$ cat src/hw/rtl/rc4ks_pkg.sv
package rc4ks_pkg;

    // Table geometry and the default key store depth.
    localparam int TABLE_SIZE      = 256;
    localparam int MAX_KEY_DEFAULT = 256;
    localparam logic [7:0] BYTE_LAST = 8'hFF;

    // Step counter codes of the control program.
    typedef logic [3:0] t_step;
    localparam t_step S_IDLE = 4'd0;
    localparam t_step S_D1   = 4'd1;
    localparam t_step S_D2   = 4'd2;
    localparam t_step S_D3   = 4'd3;
    localparam t_step S_INIT = 4'd4;
    localparam t_step S_KS0  = 4'd5;
    localparam t_step S_KS1  = 4'd6;
    localparam t_step S_KS2  = 4'd7;
    localparam t_step S_KS3  = 4'd8;

    // Table read address sources.
    typedef enum logic [2:0] {
        RA_INEXT,
        RA_JDATA,
        RA_JKS,
        RA_TSUM,
        RA_N,
        RA_T
    } t_raddr;

    // Table write address sources.
    typedef enum logic [1:0] {
        WA_I,
        WA_J,
        WA_N
    } t_waddr;

    // Table write data sources.
    typedef enum logic [1:0] {
        WD_N,
        WD_RD,
        WD_SI
    } t_wdata;

    // Update of the j index.
    typedef enum logic [1:0] {
        JOP_HOLD,
        JOP_DATA,
        JOP_KS
    } t_jop;

    // Jump conditions.
    typedef enum logic [1:0] {
        C_ALWAYS,
        C_DISPATCH,
        C_N_END,
        C_OUT_FREE
    } t_cond;

    // One control word.
    typedef struct packed {
        t_raddr raddr;
        t_waddr waddr;
        t_wdata wdata;
        logic   tab_we;
        t_jop   jop;
        logic   ld_si;
        logic   ld_sj;
        logic   n_inc;
        logic   k_inc;
        logic   out_ld;
        logic   clr_ij;
        t_cond  cond;
        t_step  t_true;
        t_step  t_false;
    } t_uword;

    // The control program. Flags gated by a condition act only when it holds.
    function automatic t_uword rc4ks_ucode(input t_step step);
        t_uword w;
        w = '{raddr: RA_INEXT, waddr: WA_I, wdata: WD_RD, tab_we: 1'b0,
              jop: JOP_HOLD, ld_si: 1'b0, ld_sj: 1'b0, n_inc: 1'b0,
              k_inc: 1'b0, out_ld: 1'b0, clr_ij: 1'b0, cond: C_DISPATCH,
              t_true: S_IDLE, t_false: S_IDLE};
        case (step)
            S_IDLE: begin
                w.raddr = RA_INEXT;
                w.cond  = C_DISPATCH;
            end
            S_D1: begin
                w.raddr  = RA_JDATA;
                w.jop    = JOP_DATA;
                w.ld_si  = 1'b1;
                w.cond   = C_ALWAYS;
                w.t_true = S_D2;
            end
            S_D2: begin
                w.raddr  = RA_TSUM;
                w.waddr  = WA_I;
                w.wdata  = WD_RD;
                w.tab_we = 1'b1;
                w.ld_sj  = 1'b1;
                w.cond   = C_ALWAYS;
                w.t_true = S_D3;
            end
            S_D3: begin
                // Re-read the keystream entry so a held result keeps it.
                w.raddr   = RA_T;
                w.waddr   = WA_J;
                w.wdata   = WD_SI;
                w.tab_we  = 1'b1;
                w.out_ld  = 1'b1;
                w.cond    = C_OUT_FREE;
                w.t_true  = S_IDLE;
                w.t_false = S_D3;
            end
            S_INIT: begin
                w.waddr   = WA_N;
                w.wdata   = WD_N;
                w.tab_we  = 1'b1;
                w.n_inc   = 1'b1;
                w.cond    = C_N_END;
                w.t_true  = S_KS0;
                w.t_false = S_INIT;
            end
            S_KS0: begin
                w.raddr  = RA_N;
                w.cond   = C_ALWAYS;
                w.t_true = S_KS1;
            end
            S_KS1: begin
                w.raddr  = RA_JKS;
                w.jop    = JOP_KS;
                w.ld_si  = 1'b1;
                w.cond   = C_ALWAYS;
                w.t_true = S_KS2;
            end
            S_KS2: begin
                w.waddr  = WA_N;
                w.wdata  = WD_RD;
                w.tab_we = 1'b1;
                w.cond   = C_ALWAYS;
                w.t_true = S_KS3;
            end
            S_KS3: begin
                w.waddr   = WA_J;
                w.wdata   = WD_SI;
                w.tab_we  = 1'b1;
                w.n_inc   = 1'b1;
                w.k_inc   = 1'b1;
                w.clr_ij  = 1'b1;
                w.cond    = C_N_END;
                w.t_true  = S_IDLE;
                w.t_false = S_KS0;
            end
            default: begin
                w.cond = C_DISPATCH;
            end
        endcase
        return w;
    endfunction

endpackage

$ cat src/hw/rtl/rc4_keystream_cipher.sv
// RC4 cipher. Each input request carries kind, value and last. A key request
// (kind 0) stores one key byte; a key request with last set then runs the
// key schedule: table initialization over all 256 entries and 256 swap
// steps, each through KS0 to KS3, before the next request is taken. A data
// request (kind 1) is XORed with the next keystream byte; encryption and
// decryption are the same operation. The result request (data_out,
// last_out) is loaded into the output register at S_D3, after S_D1 and
// S_D2, and the next data byte is taken only once the program returns to
// S_IDLE. The data steps run in series because of the single read port and
// single write port of the permutation table: each byte needs three
// dependent reads and two writes into it. Key requests give no result.
// A small control program drives the datapath; the input is stalled
// whenever the program is not at its idle step. A result waits in the
// output register while the receiver stalls; the next data request may be
// accepted meanwhile and then holds at its last step until the register
// frees up. Reset clears the indices, the key count and the output valid;
// the table is undefined until the first key schedule.
module rc4_keystream_cipher
    import rc4ks_pkg::*;
#(
    parameter int MAX_KEY_BYTES = MAX_KEY_DEFAULT
) (
    input  logic       i_clk,
    input  logic       i_rst_n,
    input  logic       i_in_valid,
    output logic       o_in_stall,
    input  logic       i_kind,
    input  logic [7:0] i_value,
    input  logic       i_last,
    output logic       o_out_valid,
    input  logic       i_out_stall,
    output logic [7:0] o_data_out,
    output logic       o_last_out
);

    localparam int CW = $clog2(MAX_KEY_BYTES + 1);
    localparam int KW = (MAX_KEY_BYTES > 1) ? $clog2(MAX_KEY_BYTES) : 1;
    localparam logic [CW-1:0] KEY_MAX = CW'(MAX_KEY_BYTES);

    // Memories.
    logic [7:0] r_perm [TABLE_SIZE];
    logic [7:0] r_key  [MAX_KEY_BYTES];

    // Sequencer and datapath registers.
    t_step        r_step;
    t_step        n_step;
    logic [7:0]   r_i;
    logic [7:0]   r_j;
    logic [7:0]   r_n;
    logic [KW-1:0] r_k;
    logic [CW-1:0] r_key_count;
    logic [CW-1:0] r_len;
    logic [7:0]   r_rd;
    logic [7:0]   r_key_rd;
    logic [7:0]   r_si;
    logic [7:0]   r_sj;
    logic [7:0]   r_t;
    logic [7:0]   r_value;
    logic         r_last;
    logic         r_out_valid;
    logic [7:0]   r_data_out;
    logic         r_last_out;

    t_uword     uw;
    logic       in_acc;
    logic       out_free;
    logic       cond_ok;
    logic       out_load;
    logic       k_wrap;
    logic [7:0] w_j_data;
    logic [7:0] w_j_ks;
    logic [7:0] w_tsum;
    logic [7:0] w_raddr;
    logic [7:0] w_waddr;
    logic [7:0] w_wdata;
    logic [7:0] w_ks;

    assign uw       = rc4ks_ucode(r_step);
    assign in_acc   = i_in_valid && !o_in_stall;
    assign out_free = !r_out_valid || !i_out_stall;
    assign out_load = uw.out_ld && out_free;

    assign o_in_stall  = (r_step != S_IDLE);
    assign o_out_valid = r_out_valid;
    assign o_data_out  = r_data_out;
    assign o_last_out  = r_last_out;

    // Index sums used as table addresses.
    assign w_j_data = r_j + r_rd;
    assign w_j_ks   = r_j + r_key_rd + r_rd;
    assign w_tsum   = r_si + r_rd;
    assign k_wrap   = ((CW + 1)'(r_k) + (CW + 1)'(1)) == {1'b0, r_len};

    // Condition evaluation and next step.
    always_comb begin
        cond_ok = 1'b0;
        n_step  = S_IDLE;
        case (uw.cond)
            C_ALWAYS: begin
                cond_ok = 1'b1;
                n_step  = uw.t_true;
            end
            C_DISPATCH: begin
                if (in_acc && i_kind) begin
                    n_step = S_D1;
                end else if (in_acc && i_last) begin
                    n_step = S_INIT;
                end else begin
                    n_step = S_IDLE;
                end
            end
            C_N_END: begin
                cond_ok = (r_n == BYTE_LAST);
                n_step  = cond_ok ? uw.t_true : uw.t_false;
            end
            C_OUT_FREE: begin
                cond_ok = out_free;
                n_step  = cond_ok ? uw.t_true : uw.t_false;
            end
            default: begin
                n_step = S_IDLE;
            end
        endcase
    end

    // Table address and data selection.
    always_comb begin
        case (uw.raddr)
            RA_INEXT: w_raddr = r_i + 8'd1;
            RA_JDATA: w_raddr = w_j_data;
            RA_JKS:   w_raddr = w_j_ks;
            RA_TSUM:  w_raddr = w_tsum;
            RA_N:     w_raddr = r_n;
            RA_T:     w_raddr = r_t;
            default:  w_raddr = r_n;
        endcase
        case (uw.waddr)
            WA_I:    w_waddr = r_i;
            WA_J:    w_waddr = r_j;
            WA_N:    w_waddr = r_n;
            default: w_waddr = r_n;
        endcase
        case (uw.wdata)
            WD_N:    w_wdata = r_n;
            WD_RD:   w_wdata = r_rd;
            WD_SI:   w_wdata = r_si;
            default: w_wdata = r_rd;
        endcase
    end

    // The keystream read was issued while S[i] was being written and before
    // S[j] was; take the swapped value when it hits either entry.
    always_comb begin
        if (r_t == r_i) begin
            w_ks = r_sj;
        end else if (r_t == r_j) begin
            w_ks = r_si;
        end else begin
            w_ks = r_rd;
        end
    end

    // Permutation table: one write and one registered read per cycle.
    always_ff @(posedge i_clk) begin
        if (uw.tab_we) begin
            r_perm[w_waddr] <= w_wdata;
        end
        r_rd <= r_perm[w_raddr];
    end

    // Key store: written by key requests, read at the schedule's key index.
    always_ff @(posedge i_clk) begin
        if (in_acc && !i_kind && (r_key_count < KEY_MAX)) begin
            r_key[r_key_count[KW-1:0]] <= i_value;
        end
        r_key_rd <= r_key[r_k];
    end

    // Datapath temporaries.
    always_ff @(posedge i_clk) begin
        if (in_acc) begin
            r_value <= i_value;
            r_last  <= i_last;
        end
        if (uw.ld_si) begin
            r_si <= r_rd;
        end
        if (uw.ld_sj) begin
            r_sj <= r_rd;
            r_t  <= w_tsum;
        end
        if (out_load) begin
            r_data_out <= r_value ^ w_ks;
            r_last_out <= r_last;
        end
    end

    // Sequencer, indices, key count and output valid.
    always_ff @(posedge i_clk) begin
        if (!i_rst_n) begin
            r_step      <= S_IDLE;
            r_i         <= '0;
            r_j         <= '0;
            r_n         <= '0;
            r_k         <= '0;
            r_key_count <= '0;
            r_len       <= CW'(1);
            r_out_valid <= 1'b0;
        end else begin
            r_step <= n_step;

            // Request dispatch.
            if (in_acc && i_kind) begin
                r_i <= r_i + 8'd1;
            end
            if (in_acc && !i_kind) begin
                if (i_last) begin
                    r_key_count <= '0;
                    r_len       <= (r_key_count < KEY_MAX) ? r_key_count + CW'(1)
                                                           : KEY_MAX;
                    r_j         <= '0;
                    r_n         <= '0;
                    r_k         <= '0;
                end else if (r_key_count < KEY_MAX) begin
                    r_key_count <= r_key_count + CW'(1);
                end
            end

            // Index updates from the control word.
            case (uw.jop)
                JOP_DATA: r_j <= w_j_data;
                JOP_KS:   r_j <= w_j_ks;
                default: begin
                end
            endcase
            if (uw.n_inc) begin
                r_n <= r_n + 8'd1;
            end
            if (uw.k_inc) begin
                r_k <= k_wrap ? '0 : KW'(r_k + KW'(1));
            end
            if (uw.clr_ij && cond_ok) begin
                r_i <= '0;
                r_j <= '0;
            end

            // Output register.
            if (out_load) begin
                r_out_valid <= 1'b1;
            end else if (!i_out_stall) begin
                r_out_valid <= 1'b0;
            end
        end
    end

    // A data request always enters the data program.
    a_data_dispatch: assert property (@(posedge i_clk) disable iff (!i_rst_n)
        (in_acc && i_kind) |=> (r_step == S_D1))
        else $error("data request did not enter the data program");

    // The table is never written at the idle step.
    a_idle_no_write: assert property (@(posedge i_clk) disable iff (!i_rst_n)
        (r_step == S_IDLE) |-> !uw.tab_we)
        else $error("table written while idle");

    // A result that cannot be stored holds the last data step.
    a_out_hold: assert property (@(posedge i_clk) disable iff (!i_rst_n)
        ((r_step == S_D3) && r_out_valid && i_out_stall) |=> (r_step == S_D3))
        else $error("result step left while output register busy");

    // The key length used by the schedule is never zero.
    a_len_nonzero: assert property (@(posedge i_clk) disable iff (!i_rst_n)
        (r_step == S_KS3) |-> (r_len != '0))
        else $error("key schedule running with zero key length");

endmodule

$ cat config.mk
export PLATFORM = sky130hd
export DESIGN_NAME = rc4_keystream_cipher
export DESIGN_NICKNAME = d
export VERILOG_FILES = /design/src/hw/rtl/rc4ks_pkg.sv /design/src/hw/rtl/rc4_keystream_cipher.sv
export SDC_FILE = /design/constraint.sdc
export NUM_CORES = 2
export LEC_CHECK = 0
export BUFFER_PORTS_ARGS = -buffer_cell sky130_fd_sc_hd__buf_2
export CELL_PAD_IN_SITES_DETAIL_PLACEMENT = 1
export CELL_PAD_IN_SITES_GLOBAL_PLACEMENT = 2
export CORE_ASPECT_RATIO = 1.25
export CORE_MARGIN = 1.5
export CORE_UTILIZATION = 35
export CTS_BUF_LIST = sky130_fd_sc_hd__clkbuf_4 sky130_fd_sc_hd__clkbuf_8
export DETAILED_ROUTE_END_ITERATION = 10
export GPL_TIMING_DRIVEN = 0
export PLACE_DENSITY_LB_ADDON = 0.1
export SYNTH_ARGS = -nofsm -noshare
export SYNTH_HDL_FRONTEND = slang
export SYNTH_SLANG_ARGS = --single-unit
$ cat constraint.sdc
create_clock -name i_clk -period 15 [get_ports i_clk]
set_input_delay 2.25 -clock i_clk [delete_from_list [all_inputs] [get_ports i_clk]]
set_output_delay 2.25 -clock i_clk [all_outputs]
set_load 0.01 [all_outputs]
==> results.sh <==
export IMPL_place_gp_congestion=1.07
export IMPL_crit_slowest_cell="o21ai_0"
export IMPL_r2r_start="r_rd[0]"
export IMPL_ys_ff_latch=4209
export IMPL_synthTopCellsByArea="edfxtp_1, mux4_2, nand2_1"
export IMPL_finalCoreUtilization=0.409
export IMPL_synthArstFlopShare=0
export IMPL_maxCapViolations=30
export IMPL_avgSynthCellArea_um2=16.7
export IMPL_grt_overflow_total=0
export IMPL_fin_hold_ws_ns=0.428
export IMPL_setup_viol=0
export IMPL_r2r_cells=14
export IMPL_violations="max-capacitance violations, max-slew violations"
export IMPL_hpwl_mm=676
export IMPL_required_ns=16.14
export IMPL_worst_path_stages=14
export IMPL_r2r_end="r_rd[2]"
export IMPL_initial_core_util=0.352
export IMPL_antenna_found_initial=199
export IMPL_critPathBufInv=5
export IMPL_cts_tree="done"
export IMPL_pin_count=25
export IMPL_critPathKind="register to register"
export IMPL_slew_viol_final=208
export IMPL_cts_resized=0
export IMPL_cp_endpoint="r_rd[2]"
export IMPL_num_rows=283
export IMPL_yosysWarnings=0
export IMPL_hold_buffers=0
export IMPL_io_buffers=23
export IMPL_rsz0062_at_grt="no"
export IMPL_arrival_ns=10.83
export IMPL_track_usage=0.398
export IMPL_cts_reportedPaths_clkPinSlew_ns=0.06
export IMPL_synth_ff_type="edfxtp_1"
export IMPL_syn_to_final_growth_pct=16.1
export IMPL_clock_skew_ns=0.111
export IMPL_ir_worst_vdd_v=0.000109
export IMPL_outcome="complete, but fails checks"
export IMPL_cts_root_buf="clkbuf_8"
export IMPL_pre_cts_slack_ns=5.97
export IMPL_critPathMaxStageDelay_ns=1.22
export IMPL_crit_chain="fa_1 > mux2i_1 > nor4b_1 > or3_1 > and2_1 > buf_2 > buf_2 > buf_2 > buf_2 > buf_2 > a311oi_1 > o21ai_0 > a2bb2oi_1 > mux2i_1"
export IMPL_cts_htree_levels=6
export IMPL_die_area_um2=482000
export IMPL_cts_buffers=702
export IMPL_critPathTopFamily="buffers and inverters"
export IMPL_tightest_slew_ns=1.74
export IMPL_final_nets=11000
export IMPL_syn_num_nets=10100
export IMPL_coreArea_um2=476000
export IMPL_worst_skew_pair_late_latency_ns=1.44
export IMPL_startpoint="r_rd[0]"
export IMPL_placedCellCount=16500
export IMPL_routedWlPerCell_um=54.0
export IMPL_grt_pass1_vias=109000
export IMPL_first_pass_iters=10
export IMPL_crit_fanout=12
export IMPL_seq_area_frac_synth=0.751
export IMPL_synth_top_area_frac=0.743
export IMPL_hold_violations=0
export IMPL_regToRegSetupSlack_ns=5.31
export IMPL_post_route_min_period_ns=9.69
export IMPL_clkSinkCount=4209
export IMPL_cp_common_cell="buf_2"
export IMPL_finalCritPeriodShare=0.646
export IMPL_clockBufferDepth=4
export IMPL_drtIter0Drc=17300
export IMPL_synth_largest_area_cell="edfxtp_1"
export IMPL_via_per_inst=6.32
export IMPL_dieWidth_um=621
export IMPL_hold_path_class="register to register"
export IMPL_setup_ws_ns=5.31
export IMPL_max_freq_ghz=0.103
export IMPL_drive_gt1_frac=0.230
export IMPL_place_area_um2=180000
export IMPL_die_h_um=776
export IMPL_vias=114000
export IMPL_syn_cell_area_um2=167000
export IMPL_slew_headroom=-0.170
export IMPL_ys_types=92
export IMPL_startpoint_type="register"
export IMPL_fillers=47000
export IMPL_final_cell_area_um2=194000
export IMPL_end_kind="register"
export IMPL_p_per_area_nw_per_um2=181
export IMPL_postSynthCellCount=10000
export IMPL_drc=0
export IMPL_grt_pass1_wl_mm=1220
export IMPL_wl_mm=971
export IMPL_cts_setup_buffers=0
export IMPL_grt_max_degree=146
export IMPL_p_leak_nw=61.9
export IMPL_stdcell_count=18000
export IMPL_synth_edff_count=4138
export IMPL_ant_nets=0
==> synth_stat cells (all sizes together), types with 17 or more instances <==
master  number
mux4       686
a211oi      38
mux2i      230
and3        87
nor2       649
nand4       74
a32o        19
edfxtp    4138
a311oi      25
clkbuf     250
xor2        33
dfxtp       71
inv         29
nand3      758
nand2     1695
xnor2       31
buf        367
a32oi      110
ha          31
a221oi      17
a31oi       73
nor2b       21
a22oi       37
nor3        38
o22ai       35
o21ai       90
a21oi      174
nor4        18
==> power breakdown <==
part / switching, mW / internal (mW) / leakage, nW
clock network: 5.07 / 5.34 / 7.13
logic: 9.13 / 1.76 / 17.0
registers: 0.0807 / 13.9 / 37.8
total: 14.3 / 21.0 / 61.9
==> per-stage QoR <==
stage / power, mW / TNS (ns)
global placement: 24.5 / -4090.86
global route: 35.1 / 0
CTS: 34.4 / 0
floorplan: 17.4 / 0
detailed placement: 24.2 / 0
finish: 35.3 / 0
==> cells in the final DEF, fill, tap and decap left out, types with 110 or more instances in the layout <==
master	n
mux4_2	686
clkinv_1	168
nor2_1	564
diode_2	192
a32oi_1	110
clkbuf_4	231
buf_2	329
nand2_1	1681
a21oi_1	174
nand3_1	757
clkbuf_2	145
mux2i_1	230
clkbuf_8	723
edfxtp_1	4138
==> per-layer routing <==
| metal | global-route usage | wire, µm |
|---|---|---|
| met1 | 0.434 | 319000 |
| met2 | 0.634 | 456000 |
| met3 | 0.0975 | 85800 |
| met4 | 0.386 | 110000 |
| met5 | 0 | 296 |
==> registers in the layout (all words and copies together), names as in the netlist <==
register,count
o_data_out,8
o_last_out,1
o_out_valid,1
r_i,8
r_j,8
r_k,8
r_key,2048
r_key_count,9
r_key_rd,8
r_last,1
r_len,9
r_n,8
r_perm,2048
r_rd,8
r_si,8
r_sj,8
r_step,4
r_t,8
r_value,8
==> worst min-delay path by stage <==
stage | from | end | slack (ns) | cells after the start
global placement | r_last | o_last_out | 0.41 | 0
global route | r_last | o_last_out | 0.44 | 0
floorplan | r_last | o_last_out | 0.40 | 0
CTS | r_last | o_last_out | 0.44 | 0
finish | r_last | o_last_out | 0.43 | 0
detailed placement | r_last | o_last_out | 0.44 | 0
==> cell families after synthesis <==
logic type               share of synthesized area
AO/OA/AOI/OAI                               0.0306
XOR/XNOR                                   0.00335
adder cells (fa/ha/maj)                    0.00351
buffers and inverters                       0.0174
flip-flops                                   0.751
multiplexers                                 0.107
AND/OR/NAND/NOR                             0.0874
==> area by class of cell <==
type                    instances  area (µm²)  area share
diodes                        192         480     0.00247
plain buffers                 617        3060      0.0158
clock buffers                 954       11700      0.0601
clock inverters               290        1880     0.00967
inverters                      30         113    0.000580
multi-input cells            5182       39200       0.202
flip-flops and latches       4209      126000       0.647
well taps                    6270        7850      0.0404
repair buffers                239        4380      0.0225
Power figures use the tool's default switching activity.
